--- src/rtl/filename_match_scorer_core_macros.svh ---
// ----------------------------------------------------------------------------
// filename match scorer assertion macros
// shared property forms for the scorer modules, clocked on clk_i and
// disabled while rst_ni is low
// ----------------------------------------------------------------------------
`ifndef FILENAME_MATCH_SCORER_CORE_MACROS_SVH
`define FILENAME_MATCH_SCORER_CORE_MACROS_SVH

// same-cycle implication
`define FMS_ASSERT_IMPL(lbl, ante, cons, msg) \
  lbl: assert property (@(posedge clk_i) disable iff (!rst_ni) (ante) |-> (cons)) \
    else $error(msg);

// next-cycle implication
`define FMS_ASSERT_NEXT(lbl, ante, cons, msg) \
  lbl: assert property (@(posedge clk_i) disable iff (!rst_ni) (ante) |=> (cons)) \
    else $error(msg);

`endif

--- src/rtl/fms_pkg.sv ---
// ----------------------------------------------------------------------------
// filename match scorer package
// sizes, register indexes, score codes, cell control and ascii folding
// ----------------------------------------------------------------------------
`timescale 1ns / 1ps

package fms_pkg;

  localparam int QueryMax = 16;
  localparam int QIdxW    = $clog2(QueryMax);
  localparam int QLenW    = 5;
  localparam int NameMax  = 255;
  localparam int CntW     = $clog2(NameMax + 1);
  localparam int ScoreW   = 10;
  localparam int CfgW     = 64;
  localparam int CfgIdxW  = 2;

  localparam logic [CfgIdxW-1:0] CfgQueryLow  = 2'd0;
  localparam logic [CfgIdxW-1:0] CfgQueryHigh = 2'd1;
  localparam logic [CfgIdxW-1:0] CfgQueryLen  = 2'd2;

  localparam logic [ScoreW-1:0] ScoreExact   = 10'd1000;
  localparam logic [ScoreW-1:0] ScorePrefix  = 10'd500;
  localparam logic [ScoreW-1:0] ScoreName    = 10'd100;
  localparam logic [ScoreW-1:0] ScorePath    = 10'd50;
  localparam logic [ScoreW-1:0] ScoreSubseq  = 10'd25;
  localparam logic [ScoreW-1:0] ScoreNone    = 10'd0;

  typedef struct packed {
    logic name_upd;
    logic path_upd;
    logic clear;
  } cell_ctrl_t;

  function automatic logic [7:0] fold(input logic [7:0] c);
    logic [7:0] r;
    r = c;
    if (c >= 8'h41 && c <= 8'h5a) begin
      r = c + 8'h20;
    end
    return r;
  endfunction

endpackage

--- src/rtl/filename_match_scorer_core.sv ---
// ----------------------------------------------------------------------------
// filename match scorer core
// scores a candidate name and path against a configured query of up to
// sixteen bytes using a row of compare cells
// ----------------------------------------------------------------------------
// One text byte is taken per clock cycle while in_stall_o is low, and
// action_i marks it as a name or a path byte. Every query position has its
// own cell that compares the folded byte with its query byte and shifts the
// partial-hit bits to its neighbor, so a byte is fully absorbed in the cycle
// it is accepted and the next request can follow right behind it. The score
// for a candidate is registered into the output buffer when its last path
// byte is accepted. A two-deep output buffer lets input continue while a
// score waits; in_stall_o rises only when two scores are held and not yet
// taken. Query registers should be written between candidates.
`timescale 1ns / 1ps
`include "filename_match_scorer_core_macros.svh"

module filename_match_scorer_core (
  input  logic                        clk_i,
  input  logic                        rst_ni,
  input  logic                        cfg_we_i,
  input  logic [fms_pkg::CfgIdxW-1:0] cfg_index_i,
  input  logic [fms_pkg::CfgW-1:0]    cfg_data_i,
  input  logic                        in_valid_i,
  output logic                        in_stall_o,
  input  logic                        action_i,
  input  logic [7:0]                  text_byte_i,
  input  logic                        ends_string_i,
  output logic                        out_valid_o,
  input  logic                        out_stall_i,
  output logic [fms_pkg::ScoreW-1:0]  score_o
);

  logic [fms_pkg::CfgW-1:0]  qlow_q;
  logic [fms_pkg::CfgW-1:0]  qhigh_q;
  logic [fms_pkg::QLenW-1:0] qlen_raw_q;

  logic [2*fms_pkg::CfgW-1:0]  qword;
  logic [fms_pkg::QLenW-1:0]   qlen;
  logic [fms_pkg::QLenW-1:0]   qlen_m1;
  logic [fms_pkg::QueryMax-1:0] top_mask;
  logic [7:0]                  text_fold;

  fms_pkg::cell_ctrl_t cell_ctrl;
  logic accept;

  logic [fms_pkg::QueryMax-1:0] match_vec;
  logic [fms_pkg::QueryMax-1:0] name_hit, path_hit;
  logic [fms_pkg::QueryMax-1:0] name_next, path_next;
  logic [fms_pkg::QueryMax-1:0] name_chain, path_chain;

  logic                      name_has_q, name_has_d;
  logic                      path_has_q, path_has_d;
  logic                      path_has_now;
  logic                      prefix_ok_q, prefix_ok_d;
  logic [fms_pkg::CntW-1:0]  name_cnt_q, name_cnt_d;
  logic [fms_pkg::CntW-1:0]  qlen_ext;
  logic [fms_pkg::QLenW-1:0] subseq_pos_q, subseq_pos_d;
  logic [fms_pkg::ScoreW-1:0] score;
  logic                      buf_full;

  // configuration registers
  always_ff @(posedge clk_i or negedge rst_ni) begin
    if (!rst_ni) begin
      qlow_q     <= '0;
      qhigh_q    <= '0;
      qlen_raw_q <= fms_pkg::QLenW'(1);
    end else if (cfg_we_i) begin
      case (cfg_index_i)
        fms_pkg::CfgQueryLow:  qlow_q     <= cfg_data_i;
        fms_pkg::CfgQueryHigh: qhigh_q    <= cfg_data_i;
        fms_pkg::CfgQueryLen:  qlen_raw_q <= cfg_data_i[fms_pkg::QLenW-1:0];
        default: ;
      endcase
    end
  end

  assign qword = {qhigh_q, qlow_q};

  always_comb begin
    qlen = qlen_raw_q;
    if (qlen_raw_q == '0) begin
      qlen = fms_pkg::QLenW'(1);
    end else if (qlen_raw_q > fms_pkg::QLenW'(fms_pkg::QueryMax)) begin
      qlen = fms_pkg::QLenW'(fms_pkg::QueryMax);
    end
  end

  assign qlen_m1   = qlen - fms_pkg::QLenW'(1);
  assign top_mask  = fms_pkg::QueryMax'(1) << qlen_m1;
  assign qlen_ext  = fms_pkg::CntW'(qlen);
  assign text_fold = fms_pkg::fold(text_byte_i);

  assign accept             = in_valid_i && !in_stall_o;
  assign cell_ctrl.name_upd = accept && !action_i;
  assign cell_ctrl.path_upd = accept && action_i;
  assign cell_ctrl.clear    = accept && action_i && ends_string_i;

  assign name_chain = {name_hit[fms_pkg::QueryMax-2:0], 1'b1};
  assign path_chain = {path_hit[fms_pkg::QueryMax-2:0], 1'b1};

  for (genvar k = 0; k < fms_pkg::QueryMax; k++) begin : g_cell
    fms_cell u_cell (
      .clk_i       (clk_i),
      .rst_ni      (rst_ni),
      .ctrl_i      (cell_ctrl),
      .text_i      (text_fold),
      .query_i     (fms_pkg::fold(qword[8*k +: 8])),
      .active_i    (fms_pkg::QLenW'(k) < qlen),
      .name_prev_i (name_chain[k]),
      .path_prev_i (path_chain[k]),
      .match_o     (match_vec[k]),
      .name_hit_o  (name_hit[k]),
      .path_hit_o  (path_hit[k]),
      .name_next_o (name_next[k]),
      .path_next_o (path_next[k])
    );
  end

  assign path_has_now = path_has_q || ((path_next & top_mask) != '0);

  always_comb begin
    name_has_d   = name_has_q;
    path_has_d   = path_has_q;
    prefix_ok_d  = prefix_ok_q;
    name_cnt_d   = name_cnt_q;
    subseq_pos_d = subseq_pos_q;
    if (cell_ctrl.clear) begin
      name_has_d   = 1'b0;
      path_has_d   = 1'b0;
      prefix_ok_d  = 1'b1;
      name_cnt_d   = '0;
      subseq_pos_d = '0;
    end else if (cell_ctrl.name_upd) begin
      if ((name_next & top_mask) != '0) begin
        name_has_d = 1'b1;
      end
      if (name_cnt_q < qlen_ext && !match_vec[name_cnt_q[fms_pkg::QIdxW-1:0]]) begin
        prefix_ok_d = 1'b0;
      end
      if (name_cnt_q != fms_pkg::CntW'(fms_pkg::NameMax)) begin
        name_cnt_d = name_cnt_q + fms_pkg::CntW'(1);
      end
      if (subseq_pos_q < qlen && match_vec[subseq_pos_q[fms_pkg::QIdxW-1:0]]) begin
        subseq_pos_d = subseq_pos_q + fms_pkg::QLenW'(1);
      end
    end else if (cell_ctrl.path_upd) begin
      path_has_d = path_has_now;
    end
  end

  always_ff @(posedge clk_i or negedge rst_ni) begin
    if (!rst_ni) begin
      name_has_q   <= 1'b0;
      path_has_q   <= 1'b0;
      prefix_ok_q  <= 1'b1;
      name_cnt_q   <= '0;
      subseq_pos_q <= '0;
    end else begin
      name_has_q   <= name_has_d;
      path_has_q   <= path_has_d;
      prefix_ok_q  <= prefix_ok_d;
      name_cnt_q   <= name_cnt_d;
      subseq_pos_q <= subseq_pos_d;
    end
  end

  always_comb begin
    if (prefix_ok_q && name_cnt_q == qlen_ext) begin
      score = fms_pkg::ScoreExact;
    end else if (prefix_ok_q && name_cnt_q > qlen_ext) begin
      score = fms_pkg::ScorePrefix;
    end else if (name_has_q) begin
      score = fms_pkg::ScoreName;
    end else if (path_has_now) begin
      score = fms_pkg::ScorePath;
    end else if (subseq_pos_q >= qlen) begin
      score = fms_pkg::ScoreSubseq;
    end else begin
      score = fms_pkg::ScoreNone;
    end
  end

  fms_out_buf u_out_buf (
    .clk_i       (clk_i),
    .rst_ni      (rst_ni),
    .push_i      (cell_ctrl.clear),
    .score_i     (score),
    .full_o      (buf_full),
    .out_valid_o (out_valid_o),
    .out_stall_i (out_stall_i),
    .score_o     (score_o)
  );

  assign in_stall_o = buf_full;

  `FMS_ASSERT_IMPL(a_pos_bound, subseq_pos_q != '0, subseq_pos_q <= fms_pkg::QLenW'(fms_pkg::QueryMax), "subsequence position past query")
  `FMS_ASSERT_NEXT(a_clear_on_end, cell_ctrl.clear, name_cnt_q == '0 && prefix_ok_q && !name_has_q && !path_has_q && subseq_pos_q == '0, "state not cleared after last path byte")
  `FMS_ASSERT_NEXT(a_result_on_end, cell_ctrl.clear, out_valid_o, "no score after last path byte")

endmodule

--- src/rtl/fms_cell.sv ---
// ----------------------------------------------------------------------------
// filename match scorer cell
// one query position: compares the text byte with its query byte and holds
// the name and path partial-hit bits handed on to the next cell
// ----------------------------------------------------------------------------
`timescale 1ns / 1ps

module fms_cell (
  input  logic               clk_i,
  input  logic               rst_ni,
  input  fms_pkg::cell_ctrl_t ctrl_i,
  input  logic [7:0]         text_i,
  input  logic [7:0]         query_i,
  input  logic               active_i,
  input  logic               name_prev_i,
  input  logic               path_prev_i,
  output logic               match_o,
  output logic               name_hit_o,
  output logic               path_hit_o,
  output logic               name_next_o,
  output logic               path_next_o
);

  logic name_hit_q, name_hit_d;
  logic path_hit_q, path_hit_d;

  assign match_o     = active_i && (text_i == query_i);
  assign name_next_o = name_prev_i & match_o;
  assign path_next_o = path_prev_i & match_o;

  always_comb begin
    name_hit_d = name_hit_q;
    path_hit_d = path_hit_q;
    if (ctrl_i.clear) begin
      name_hit_d = 1'b0;
      path_hit_d = 1'b0;
    end else begin
      if (ctrl_i.name_upd) begin
        name_hit_d = name_next_o;
      end
      if (ctrl_i.path_upd) begin
        path_hit_d = path_next_o;
      end
    end
  end

  always_ff @(posedge clk_i or negedge rst_ni) begin
    if (!rst_ni) begin
      name_hit_q <= 1'b0;
      path_hit_q <= 1'b0;
    end else begin
      name_hit_q <= name_hit_d;
      path_hit_q <= path_hit_d;
    end
  end

  assign name_hit_o = name_hit_q;
  assign path_hit_o = path_hit_q;

endmodule

--- src/rtl/fms_out_buf.sv ---
// ----------------------------------------------------------------------------
// filename match scorer output buffer
// output register plus one skid slot so requests keep flowing while a
// score waits downstream
// ----------------------------------------------------------------------------
`timescale 1ns / 1ps
`include "filename_match_scorer_core_macros.svh"

module fms_out_buf (
  input  logic                       clk_i,
  input  logic                       rst_ni,
  input  logic                       push_i,
  input  logic [fms_pkg::ScoreW-1:0] score_i,
  output logic                       full_o,
  output logic                       out_valid_o,
  input  logic                       out_stall_i,
  output logic [fms_pkg::ScoreW-1:0] score_o
);

  logic                       out_valid_q, out_valid_d;
  logic [fms_pkg::ScoreW-1:0] out_score_q, out_score_d;
  logic                       skid_valid_q, skid_valid_d;
  logic [fms_pkg::ScoreW-1:0] skid_score_q, skid_score_d;
  logic                       pop;

  assign pop = out_valid_q && !out_stall_i;

  always_comb begin
    out_valid_d  = out_valid_q;
    out_score_d  = out_score_q;
    skid_valid_d = skid_valid_q;
    skid_score_d = skid_score_q;
    if (skid_valid_q) begin
      if (pop) begin
        out_score_d  = skid_score_q;
        skid_valid_d = 1'b0;
      end
    end else if (push_i) begin
      if (!out_valid_q || pop) begin
        out_valid_d = 1'b1;
        out_score_d = score_i;
      end else begin
        skid_valid_d = 1'b1;
        skid_score_d = score_i;
      end
    end else if (pop) begin
      out_valid_d = 1'b0;
    end
  end

  always_ff @(posedge clk_i or negedge rst_ni) begin
    if (!rst_ni) begin
      out_valid_q  <= 1'b0;
      skid_valid_q <= 1'b0;
    end else begin
      out_valid_q  <= out_valid_d;
      skid_valid_q <= skid_valid_d;
    end
  end

  always_ff @(posedge clk_i) begin
    out_score_q  <= out_score_d;
    skid_score_q <= skid_score_d;
  end

  assign full_o      = skid_valid_q;
  assign out_valid_o = out_valid_q;
  assign score_o     = out_score_q;

  `FMS_ASSERT_IMPL(a_skid_needs_out, skid_valid_q, out_valid_q, "skid holds a score with output empty")
  `FMS_ASSERT_IMPL(a_no_push_when_full, push_i, !skid_valid_q, "score pushed while skid is full")
  `FMS_ASSERT_NEXT(a_skid_drains, skid_valid_q && !out_stall_i, out_valid_q && !skid_valid_q, "skid did not move to output")

endmodule

--- config.mk ---
export PLATFORM = sky130hd
export DESIGN_NAME = filename_match_scorer_core
export DESIGN_NICKNAME = d
export VERILOG_FILES = /design/src/rtl/fms_pkg.sv /design/src/rtl/filename_match_scorer_core.sv /design/src/rtl/fms_cell.sv /design/src/rtl/fms_out_buf.sv
export VERILOG_INCLUDE_DIRS = /design/src /design/src/rtl
export SDC_FILE = /design/constraint.sdc
export NUM_CORES = 1
export LEC_CHECK = 0
export BUFFER_PORTS_ARGS = -buffer_cell sky130_fd_sc_hd__buf_2
export CAP_MARGIN = 20
export CORE_ASPECT_RATIO = 1.1
export CORE_UTILIZATION = 30
export CTS_CLUSTER_SIZE = 12
export DETAILED_ROUTE_END_ITERATION = 10
export HOLD_SLACK_MARGIN = 0.02
export PLACE_DENSITY = 0.56
export SETUP_SLACK_MARGIN = 0.2
export SLEW_MARGIN = 30
export SYNTH_ARGS = -nofsm -noshare
export SYNTH_HDL_FRONTEND = slang
export SYNTH_SLANG_ARGS = --single-unit
--- constraint.sdc ---
create_clock -name clk_i -period 3.1 [get_ports clk_i]
set_input_delay 0.155 -clock clk_i [delete_from_list [all_inputs] [get_ports clk_i]]
set_output_delay 0.155 -clock clk_i [all_outputs]
set_load 0.005 [all_outputs]
# == Word-level counts from Yosys, hierarchy flattened ==
# Index checks and enable logic that the tools add are counted.
# classes
n_addsub,20
order_cmp,57
n_eq_ne,23
n_shift,1
n_mux,114
bitwise,34
reduce_logical,73
# op_table
op,n
$mux 8,20
$add 8x6->8 const B,17
$ge 8x7->1 const B,17
$le 8x7->1 const B,17
$eq 8x8->1,16
$mux 1,78
$mux 10,5
$logic_and 1x1->1,42
$lt 4x5->1 const A,8
$and 16x16->16,2
$reduce_bool 16->1,2
$and 1x1->1,30
$mux 5,6
$lt 3x5->1 const A,4
$reduce_bool 2->1,9
$reduce_and 2->1,8
$shl 1x5->16 const A,1
$lt 1x5->1 const A,2
$lt 2x5->1 const A,2
$lt 4x5->1 const B,2
$mux 9,1
$reduce_and 3->1,3
$add 8x1->8 const B,1
$bmux 1 s4,2
other kinds (20),27
# word_totals
register_bits,201
input_bits,81
out_inout_bits,12
elab_cells,364

# == Depth between registers and ports, before layout ==
# logic_depth
depth_word,16
depth_mapped,15
ltp_nobuf,15

# == Cells and area by module ==
# A second synthesis with hierarchy kept.
# unflattened
hier_cells,1122
hier_area_um2,12563.3
# modules_own_cells
module,instances,cells_per_inst,area_each_um2,seq_area_each_um2
filename_match_scorer_core,1,695,8271.7,3731.1
fms_cell,16,24,215.2,50.0
fms_out_buf,1,43,848.3,650.6

# == Worst setup path before layout ==
# No wires, ideal clock.
# synth_path
path_type,in2reg
from,input text_byte_i[3]
to,"register u_out_buf.out_score_q, in the netlist u_out_buf.score_o[0], data pin"
setup_ns,0.257
arrival_ns,2.696
required_ns,2.843
slack_ns,0.147
cell_stages,14
path_buffers,4
path_cell_list,buf_4 or3_4 o221ai_4 o21ba_1 buf_6 buf_4 xnor2_1 nand4_1 or2_2 a21oi_1 nor3_1 and4_1 buf_2 a32o_1
# synth_via
elab_chain_cells,16
word_cells_on_any_way,62
cone_classes,add/sub: 1; order compare: 2; eq/ne: 16; mux: 8; bitwise: 16; reduce/logical: 19
# synth_lines
element,line,source
start: declaration,filename_match_scorer_core.sv:27,"input logic [7:0] text_byte_i,"
$ge 8x7->1 / $le 8x7->1 (equally long branches),fms_pkg.sv:38,if (c >= 8'h41 && c <= 8'h5a) begin
$logic_and 1x1->1,fms_pkg.sv:38,
$mux 8 *,fms_pkg.sv:38,
$eq 8x8->1,fms_cell.sv:27,assign match_o = active_i && (text_i == query_i);
$logic_and 1x1->1,fms_cell.sv:27,
$and 1x1->1,fms_cell.sv:29,assign path_next_o = path_prev_i & match_o;
$and 16x16->16 *,filename_match_scorer_core.sv:120,assign path_has_now = path_has_q || ((path_next & top_mask) != '0);
$reduce_bool 16->1 *,filename_match_scorer_core.sv:120,
$logic_or 1x1->1 *,filename_match_scorer_core.sv:120,
$mux 6 *,filename_match_scorer_core.sv:175,end else if (path_has_now) begin
$mux 7 *,filename_match_scorer_core.sv:173,end else if (name_has_q) begin
$mux 9 *,filename_match_scorer_core.sv:171,end else if (prefix_ok_q && name_cnt_q > qlen_ext) begin
$mux 10 *,filename_match_scorer_core.sv:169,if (prefix_ok_q && name_cnt_q == qlen_ext) begin
$mux 10 *,fms_out_buf.sv:39,if (!out_valid_q || pop) begin
$mux 10 *,fms_out_buf.sv:38,end else if (push_i) begin
$mux 10 *,fms_out_buf.sv:33,if (skid_valid_q) begin
"named net u_out_buf.out_score_d, one bit",fms_out_buf.sv:21,"logic [fms_pkg::ScoreW-1:0] out_score_q, out_score_d;"
end signal: assignment,fms_out_buf.sv:62,out_score_q <= out_score_d;
end: declaration,fms_out_buf.sv:21,
# Mark *: on every way through the listed nets, which the timed path passes. The rest lies on a longest branch. The select of a mux whose other input is x is not followed.
# A chain may end at the register's enable or synchronous reset.

# == Worst setup path after layout ==
# layout_path
from,register qhigh_q[2] (netlist name)
to,"register u_out_buf.out_score_q, in the netlist u_out_buf.score_o[3], data pin"
# layout_via
elab_chain_cells,16
word_cells_on_any_way,18
cone_classes,add/sub: 1; order compare: 2; eq/ne: 1; mux: 8; bitwise: 2; reduce/logical: 4
# layout_lines
element,line,source
start: declaration,filename_match_scorer_core.sv:35,logic [fms_pkg::CfgW-1:0] qhigh_q;
start signal: assignment,filename_match_scorer_core.sv:71,fms_pkg::CfgQueryHigh: qhigh_q <= cfg_data_i;
$ge 8x7->1 / $le 8x7->1 (equally long branches),fms_pkg.sv:38,
$logic_and 1x1->1,fms_pkg.sv:38,
$mux 8 *,fms_pkg.sv:38,
$eq 8x8->1 *,fms_cell.sv:27,
$logic_and 1x1->1 *,fms_cell.sv:27,
$and 1x1->1 *,fms_cell.sv:29,
$and 16x16->16 *,filename_match_scorer_core.sv:120,
$reduce_bool 16->1 *,filename_match_scorer_core.sv:120,
$logic_or 1x1->1 *,filename_match_scorer_core.sv:120,
$mux 6 *,filename_match_scorer_core.sv:175,
$mux 7 *,filename_match_scorer_core.sv:173,
$mux 9 *,filename_match_scorer_core.sv:171,
$mux 10 *,filename_match_scorer_core.sv:169,
$mux 10 *,fms_out_buf.sv:39,
$mux 10 *,fms_out_buf.sv:38,
$mux 10 *,fms_out_buf.sv:33,
"named net u_out_buf.out_score_d, one bit",fms_out_buf.sv:21,
# Marked as above.

==> results.md <==
- Setup CP Type: flop to flop
- I/O pin total: slightly above 90
- Pwr Total: 8600 µW
- CTS buffer count: 17
- Post-synthesis sequential area ratio: a little over two fifths
- Worst Path Required: 3.30 ns
- Switch Pwr: 3020 µW
- Clock power frac: 25.0%
- CP max FO: 6
- EDFF count, synth: 18
- GPL Wtd Cong: 0.935
- GR Util All Layers: 17.5%
- DRC: 0
- Seq pwr share: 41.0%
- Die area: 0.0402 mm²
- Worst Skew: 0.0205 ns
- Initial DRC Count: around 700
- Synth Area in Compound Gates: roughly an eighth
- Antenna viol nets, final: 0
- PD cells: 565 mW/mm²
- Adder-cell share of the synthesized area: 3.07%
- # rows: 75
- Worst r2r src: qhigh_q[2]
- Netlist Area Pre-Place: 0.0118 mm²
- Max_cap viols: 0
- CORE AREA: approximately 0.038 mm²
- Vias in the first global route: ~10,000
- CP Launch Type: flop
- Most frequent cells after synthesis: 179 x dfrtp_1, 119 x mux2_2, 94 x nand2_1
- TritonCTS Sinks: 199
- Max Clk Rate: roughly 350 MHz
- Status: complete, no violations
- Setup TNS: 0 ns
- Period utilization: 92.2%
- WL per Instance: 17.8 µm
- Dpl hpwl: around 25,000 µm
- Final Hold Fails: 0
- Min Tclk post-route: 2.86 ns
- Reg2Reg Depth: 10
- CTS H-tree depth: 4
- Relative slew slack: 39.3%
- Int Power: around 5600 µW
- Share of post-route cells with drive strength above 1: a little under a third
- Place WS: -0.0772 ns
- Max Slew Vio Count: 0
- Leak: about 0.0063 µW
- Post-synth ARST share: between 90 and 100%
- Fin nets: 1,524
- Via count: between 9,000 and 10,000
- Diode count: 0
- Die Span Y: 210 µm
- Final WS setup: between 0.2 and 0.25 ns
- #FFs+latches synth: just under 200
- Clk slew on worst S/H paths: 0.08 ns
- CP endpoint: u_out_buf.score_o[3]
- Area leader, netlist: dfrtp_1
- Peak VDD IR: 509 µV
- Reg2Reg Setup Slack: 0.24 ns
- Drt via density: 5.17
- Sw frac: 35.1%
- Drt pass-1 iters: 6
- Tightest hold margin: 0.0861 ns
- Most numerous cell in the Yosys netlist: dfrtp_1
- Starting Density: 30.7%
- GRT overflow: 0
- Input/output buffers: between 90 and 100
- Crit path capture type: flop
- Library cells used by synthesis: 83
- Area grow syn2layout: 28.8%
- First-pass GRT wire length: 54,600 µm
- Hold Crit Class: input pin to flop
- RSZ-0062 raised after global routing: yes
- Fillers: about 3,800
- Synth Instances: 1,165
- Clock Root Buffer: clkbuf_16
- Core Util, Final: between 30% and 40%
- Yosys top cell area share: 37.9%
- Final setup viols: 0
- Mapped Nets: 1,275
- Clk_lat worst skew: 0.46 ns
- Ys flop type: dfrtp_1
- Xor/xnor share of the synthesized area: 9.78%
- Post-Synth Simple-Gate Area: 15.6%
- Slew at the pin closest to its max-slew limit: 0.910 ns
- YS warnings: 0
- Largest family of logic cells by synthesized area: simple AND/OR/NAND/NOR gates
- CP Launch Point: qhigh_q[2]
- Comb power frac: 34.1%
- Initial antenna violation count: 0
- FF-to-FF End: u_out_buf.score_o[3]
- CTS tree: done
- Post-synthesis mux area share: 11.9%
- Die X: between 150 and 200 µm
- CTS Buffer Depth: 2
- Largest net degree at the start of global routing: 80
- Worst EP arrival: 3.06 ns
- Average size of a mapped cell: 10.1 µm²
- Total Wirelength: 34,300 µm
- Top post-synthesis cells by area: dfrtp_1 38%, mux2_2 11%, xnor2_1 5.3%, edfxtp_1 4.6%, xor2_1 4.4%
## metrics by stage
| stage | std cells | area, µm² |
|---|---|---|
| 4_1_cts | 1906 | 14800 |
| 6_report | 1927 | 15200 |
| 5_1_grt | 1927 | 15200 |
| 2_1_floorplan | 1165 | 11900 |
| 3_5_place_dp | 1801 | 13500 |
| 3_3_place_gp | 1801 | 13500 |
## layout by cell type (no fill, tap or decap), drive strengths merged, types with 12 or more instances in the layout
cell type    instances
buf                220
dlygate4sd3         66
nand4               18
nand2               94
o21ai               48
mux2               119
nand3               54
nor3                43
inv                 51
a21boi              12
edfxtp              18
a21oi               42
nor2                67
a31oi               18
xnor2               72
clkbuf              22
xor2                60
nor4                22
o31ai               13
ha                  29
a2bb2oi             12
dfrtp              179
## registers in the layout, indices dropped and copies added (netlist names)
register                  cells
qhigh_q                      64
qlow_q                       64
g_cell.u_cell.name_hit_o     15
g_cell.u_cell.path_hit_o     15
u_out_buf.score_o             9
u_out_buf.skid_score_q        9
name_cnt_q                    8
qlen_raw_q                    5
subseq_pos_q                  5
name_has_q                    1
path_has_q                    1
prefix_ok_q                   1
u_out_buf.full_o              1
u_out_buf.out_valid_o         1
## routing by layer
| layer | share of wire [%] | vias up | global-route usage [%] |
|---|---|---|---|
| met4 | 1.2 | 0 | 5.15 |
| met3 | 3.6 | 29 | 2.60 |
| met2 | 48 | 220 | 28.9 |
| met1 | 47 | 4972 | 23.7 |
| met5 | 0 | - | 0 |
| li1 | - | 4732 | - |
## kinds of logic (layout without fill, tap and decap cells)
logic type | count (synthesis) | in the layout
compound gates | 219 | 219
xor+xnor | 132 | 132
fa+ha+maj | 29 | 29
buf+inv | 103 | 365
flops | 199 | 199
mux | 123 | 123
simple gates | 360 | 360
## power by group through the flow
stage	clock, µW	sequential (µW)	combinational [µW]
2_1_floorplan	0	3440	1760
4_1_cts	2200	3510	2710
5_1_grt	2300	3590	3230
3_5_place_dp	0	3560	2560
6_report	2150	3520	2930
3_3_place_gp	0	3530	2490
## area by class of cell
| class | count | area, µm² | share of cell area (%) |
|---|---|---|---|
| clock buffers | 22 | 454 | 2.98 |
| clock inverters | 10 | 87.6 | 0.575 |
| multi-input cells | 863 | 6650 | 43.7 |
| repair buffers | 286 | 2150 | 14.1 |
| well taps | 500 | 626 | 4.11 |
| flip-flops and latches | 199 | 5080 | 33.3 |
| inverters | 47 | 180 | 1.18 |
## critical path: stages, from the launching register on
cell and delay, ns:
dfrtp_1 0.42, a21o_1 0.19, a221o_1 0.36, o31a_1 0.28, xnor2_2 0.15, nor4_2 0.28
nand3_1 0.13, a21oi_2 0.17, nor3_2 0.07, and4_4 0.23, a221o_1 0.31
## timing repair
item	4_1_cts	5_1_grt
hold buffers	66	0
setup buffers	7	21
hold endpoints to repair	207	0
endpoints found under the setup margin	18	22
gates resized for setup	24	63
pin swaps	9	34
## how the worst min path moves through the flow
| stage | cells after the start | start | to | slack, ns |
|---|---|---|---|---|
| 4_1_cts | 2 | ends_string_i | g_cell[1].u_cell.path_hit_o | 0.09 |
| 6_report | 2 | ends_string_i | g_cell[1].u_cell.path_hit_o | 0.09 |
| 2_1_floorplan | 0 | rst_ni | g_cell[0].u_cell.name_hit_o | -0.14 |
| 5_1_grt | 2 | ends_string_i | g_cell[1].u_cell.path_hit_o | 0.1 |
| 3_3_place_gp | 1 | rst_ni | qlow_q[26] | 0.24 |
| 3_5_place_dp | 1 | rst_ni | qhigh_q[26] | 0.24 |
(Power assumes the default switching activity.)
